$ cat config.mk
export PLATFORM = sky130hd
export DESIGN_NAME = cpt_decoder
export DESIGN_NICKNAME = d
export VERILOG_FILES = /design/src/rtl/cpt_pkg.sv /design/src/rtl/cpt_decoder.sv
export SDC_FILE = /design/constraint.sdc
export NUM_CORES = 2
export LEC_CHECK = 0
export ABC_AREA = 1
export ABC_CLOCK_PERIOD_IN_PS = 3700
export BUFFER_PORTS_ARGS = -buffer_cell sky130_fd_sc_hd__buf_2
export CAP_MARGIN = 30
export CORE_ASPECT_RATIO = 1.1
export CORE_UTILIZATION = 30
export CTS_BUF_LIST = sky130_fd_sc_hd__clkbuf_8
export DETAILED_ROUTE_END_ITERATION = 10
export HOLD_SLACK_MARGIN = 0.06
export PLACE_DENSITY = 0.51
export SETUP_SLACK_MARGIN = 0.15
export SLEW_MARGIN = 20
export SYNTH_ARGS = -nofsm -noshare
export SYNTH_HDL_FRONTEND = slang
export SYNTH_SLANG_ARGS = --single-unit
$ cat constraint.sdc
create_clock -name clk -period 3.7 [get_ports clk]
set_input_delay 0.37 -clock clk [delete_from_list [all_inputs] [get_ports clk]]
set_output_delay 0.37 -clock clk [all_outputs]
set_load 0.03 [all_outputs]
$ cat src/rtl/cpt_pkg.sv
// ----------------------------------------------------------------------------
// cpt_pkg: shared types and constants of the code page transcoder
// Command codes, register indexes, table constants and the link that carries a
// search result along the row of encode cells.
// ----------------------------------------------------------------------------
package cpt_pkg;

  localparam int UPPER_ENTRIES_DEFAULT = 128;
  localparam int INDEX_W = 7;
  localparam int ENTRY_W = 16;

  localparam logic [7:0]         UPPER_BASE       = 8'h80;
  localparam logic [ENTRY_W-1:0] ENTRY_UNDEFINED  = 16'hFFFF;
  localparam logic [ENTRY_W-1:0] REPLACEMENT_CHAR = 16'hFFFD;

  typedef enum logic [1:0] {
    CMD_LOAD_DECODE = 2'd0,
    CMD_LOAD_ENCODE = 2'd1,
    CMD_DECODE      = 2'd2,
    CMD_ENCODE      = 2'd3
  } command_t;

  typedef enum logic {
    REG_DECODE_ENABLE = 1'b0,
    REG_ENCODE_ENABLE = 1'b1
  } reg_index_t;

  typedef struct packed {
    logic               hit;
    logic [INDEX_W-1:0] index;
  } match_link_t;

endpackage

$ cat src/rtl/cpt_decoder.sv
// ----------------------------------------------------------------------------
// cpt_decoder: decode table and byte-to-code-point lookup
// Holds the decode table in a memory with a registered read and forms the
// decoded code point from the read data in the cycle after the byte is presented.
// ----------------------------------------------------------------------------
module cpt_decoder #(
  parameter int UPPER_ENTRIES = cpt_pkg::UPPER_ENTRIES_DEFAULT
) (
  input  logic                        clk,
  input  logic                        wr_en,
  input  logic [cpt_pkg::INDEX_W-1:0] wr_index,
  input  logic [cpt_pkg::ENTRY_W-1:0] wr_data,
  input  logic                        rd_en,
  input  logic [7:0]                  rd_byte,
  input  logic                        enabled,
  output logic [cpt_pkg::ENTRY_W-1:0] decoded
);

  localparam int AW = (UPPER_ENTRIES > 1) ? $clog2(UPPER_ENTRIES) : 1;

  logic [cpt_pkg::ENTRY_W-1:0] mem [UPPER_ENTRIES];
  logic [cpt_pkg::ENTRY_W-1:0] rd_data;
  logic [7:0]                  byte_q;
  logic                        lookup_ok;
  logic                        wr_in_range;
  logic                        rd_in_range;

  assign wr_in_range = ({1'b0, wr_index} < 8'(UPPER_ENTRIES));
  assign rd_in_range = ({1'b0, rd_byte[cpt_pkg::INDEX_W-1:0]} < 8'(UPPER_ENTRIES));

  always_ff @(posedge clk) begin
    if (wr_en && wr_in_range) begin
      mem[wr_index[AW-1:0]] <= wr_data;
    end
  end

  always_ff @(posedge clk) begin
    if (rd_en) begin
      rd_data   <= mem[rd_byte[AW-1:0]];
      byte_q    <= rd_byte;
      lookup_ok <= enabled && rd_in_range;
    end
  end

  // Lower half passes through; upper half takes the entry unless the table is
  // off, the byte lies past the table, or the entry marks an undefined byte.
  always_comb begin
    if (byte_q < cpt_pkg::UPPER_BASE) begin
      decoded = {8'h00, byte_q};
    end else if (!lookup_ok || rd_data == cpt_pkg::ENTRY_UNDEFINED) begin
      decoded = cpt_pkg::REPLACEMENT_CHAR;
    end else begin
      decoded = rd_data;
    end
  end

endmodule

==> key figures <==
Critical path
  – Setup CP Type: flip-flop to output port
  – FF-to-FF Start: mem[25][15]$_DFFE_PP_
  – Crit-path max cell delay: 740 ps
  – Startpoint Class: flip-flop
  – Crit path capture: decoded[0]
  – Critical path endpoint category: output port
  – Flop2flop setup slack: 1760 ps
  – Reg2reg end: rd_data[15]$_DFFE_PP_
  – Crit path DAT: 2950 ps
  – Crit-path slowest cell: edfxtp_1
  – Crit path from: byte_q[7]$_DFFE_PP_
  – Register-to-Register Path Depth: 8
  – Crit Path Max Fanout: 9
  – Required @ worst endpoint: 3330 ps
  – CP cell instances: inv_1, buf_4, nor2_1, buf_4, nand2_1, o21ai_0, inv_1, buf_2

Power and ir drop
  – Static Leak: 33.6 nW
  – Clock Power Share: 38.4%
  – Pint: 0.0358 W
  – Total Power: 0.0476 W
  – Maximum vdd drop: 222 uV
  – Gate power share: 7.0%
  – Pwr/cell area: 497 nW/um^2
  – Sw Share: 24.7%
  – Reg power frac: 54.6%
  – Net Switching: 0.0118 W

CTS
  – CTS tree: built
  – CTS sink cnt: 2073
  – Hold-fix buffers, CTS: 22
  – Num CTS Buffers: 340
  – Clk_lat worst skew: 1030 ps
  – Post-cts resize count: 0
  – H-tree levels: 5
  – # Post-CTS Setup Buffers: 0
  – Clk root buf: clkbuf_8
  – CTS Buffer Depth: 4
  – Clock Pin Slew Worst Setup and Hold Paths: 70 ps

Timing
  – RSZ-0062 raised after global routing: false
  – Fin Setup TNS: 0 ps
  – Fin crit share: 89.8%
  – Hold Violations, Final: 0
  – Final setup fails: 0
  – Worst clock skew: 78.6 ps
  – Crit path time final: 3320 ps
  – Worst-Margin Slew: 1010 ps
  – Max_slew headroom: 32.6%
  – Final Slew Violations: 0
  – Fmax: 301 MHz

Outcome
  – Status: completed

Die
  – Top Ports: 51
  – Die W: 505 um
  – Core Rows: 202
  – Die area: 280000 sq um
  – Die height: 555 um
  – Initial Util: 30.3%
  – Core footprint: 276000 sq um

Global routing
  – First-pass GRT wire length: 373000 um
  – GRT overflow: 0
  – GRT Overall Usage: 17.8%
  – Initial antenna violation count: 13
  – Largest net degree at the start of global routing: 129
  – Number of global-route vias before repair: 53536

Placed design
  – Routability cong.: 0.882
  – Port Buf Inserts: 50
  – DPL Wire Length: 149000 um

Logic synthesis
  – YS warnings: 0
  – Synth Register Bits: 2073
  – Register area share after synthesis: 74.5%
  – Mapped Nets: 6894
  – Syn avg cell area: 12.2 sq um
  – Mapped cell area: 83500 sq um
  – Yosys cell types: 15
  – Mapped Cells: 6859

Route
  – # DRC: 0
  – WL per Instance: 23.1 um
  – Routed WL: 256000 um
  – Remaining antenna violation count after routing: 0
  – Initial DRC count: 4960
  – Vias post-DR: 55172
  – Vias per Instance: 4.97
  – First-pass DRT Iterations: 6

Cells and area
  – Layout cells sized above 1: 11.1%
  – Nets: 7205
  – Commonest non-fill, non-tap cell in the layout: nand2_1
  – Area grow syn2layout: 14.8%
  – Most frequent cells in the layout: nand2_1 (2097), edfxtp_1 (2073), nand3_1 (2019), clkbuf_8 (344), buf_4 (299)

Job
  – Total of max-cap violations: 0

Min path
  – Worst min path class: primary input to flip-flop
## per-stage QoR
| step | util, % | cells | worst slack, ps | cell area [sq um] | hold slack, ps |
|---|---|---|---|---|---|
| floorplan | - | 6859 | 1630 | 83500 | 469 |
| global placement | 32.4 | 10465 | 643 | 89500 | 547 |
| detailed placement | 32.5 | 10476 | 653 | 89600 | 548 |
| CTS | 34.7 | 11088 | 316 | 95800 | 81.7 |
| global route | 34.7 | 11098 | 321 | 95900 | 156 |
| finish | 34.7 | 11104 | 378 | 95900 | 160 |
## metal layers
| layer | share of wire (%) | up-vias | global-route usage (%) | wire [um] |
|---|---|---|---|---|
| met3 | 5.5 | 493 | 2.55 | 14200 |
| met1 | 41 | 27664 | 22.9 | 106000 |
| met4 | 4.6 | 2 | 8.21 | 11800 |
| li1 | - | 25170 | - | - |
| met5 | 0.0047 | - | 0 | 12 |
| met2 | 49 | 1843 | 29.7 | 124000 |
## worst min path at each step
| stage | end | from | cells past startpoint |
|---|---|---|---|
| 2_1_floorplan | byte_q[0]$_DFFE_PP_ | rd_byte[0] | 0 |
| 3_3_place_gp | byte_q[7]$_DFFE_PP_ | rd_byte[7] | 1 |
| 3_5_place_dp | byte_q[7]$_DFFE_PP_ | rd_byte[7] | 1 |
| 4_1_cts | mem[73][10]$_DFFE_PP_ | wr_index[2] | 5 |
| 5_1_grt | mem[73][4]$_DFFE_PP_ | wr_index[2] | 5 |
| 6_report | mem[82][2]$_DFFE_PP_ | wr_index[2] | 5 |
## final cells by class
| cell class | count | area (sq um) |
|---|---|---|
| clock buffers | 344 | 4730 |
| clock inverters | 246 | 1250 |
| fillers | 27093 | 180000 |
| diodes | 14 | 35.0 |
| repair buffers | 428 | 4150 |
| flip-flops and latches | 2073 | 62200 |
| inverters | 40 | 184 |
| multi-input cells | 4287 | 18700 |
| well taps | 3672 | 4590 |
## registers in the layout, indices dropped and copies added, names as in the netlist
signal	flops
lookup_ok	1
rd_data	16
mem	2048
byte_q	8
## synth_stat cells, drive strengths merged
cell type	n	area [sq um]
clkbuf	72	270
nand4	4	25.0
edfxtp	2073	62200
nor3	8	40.0
o21ai	15	75.1
nand3	2019	10100
inv	40	153
buf	387	2170
nor2	144	541
nand2	2097	7870
## critical path: cells and delay by family, from the launching register on
family                 cells  cell delay (ps)
flip-flops                 1              740
buffers and inverters      5              700
AO/OA/AOI/OAI              1              370
AND/OR/NAND/NOR            2              140
## kinds of logic after synthesis
group | synth area share, %
and+or+nand+nor | 22.3
buffers and inverters | 3.11
AOI/OAI and AO/OA | 0.0899
DFF | 74.5
## power by group through the flow
stage	sequential, W	clock, W	combinational, W
floorplan	0.0265	0	0.00165
global placement	0.0265	0	0.00330
detailed placement	0.0265	0	0.00334
CTS	0.0260	0.0187	0.00336
global route	0.0260	0.0196	0.00358
finish	0.0260	0.0183	0.00334
Note: power is estimated with default switching activity, not from simulation.
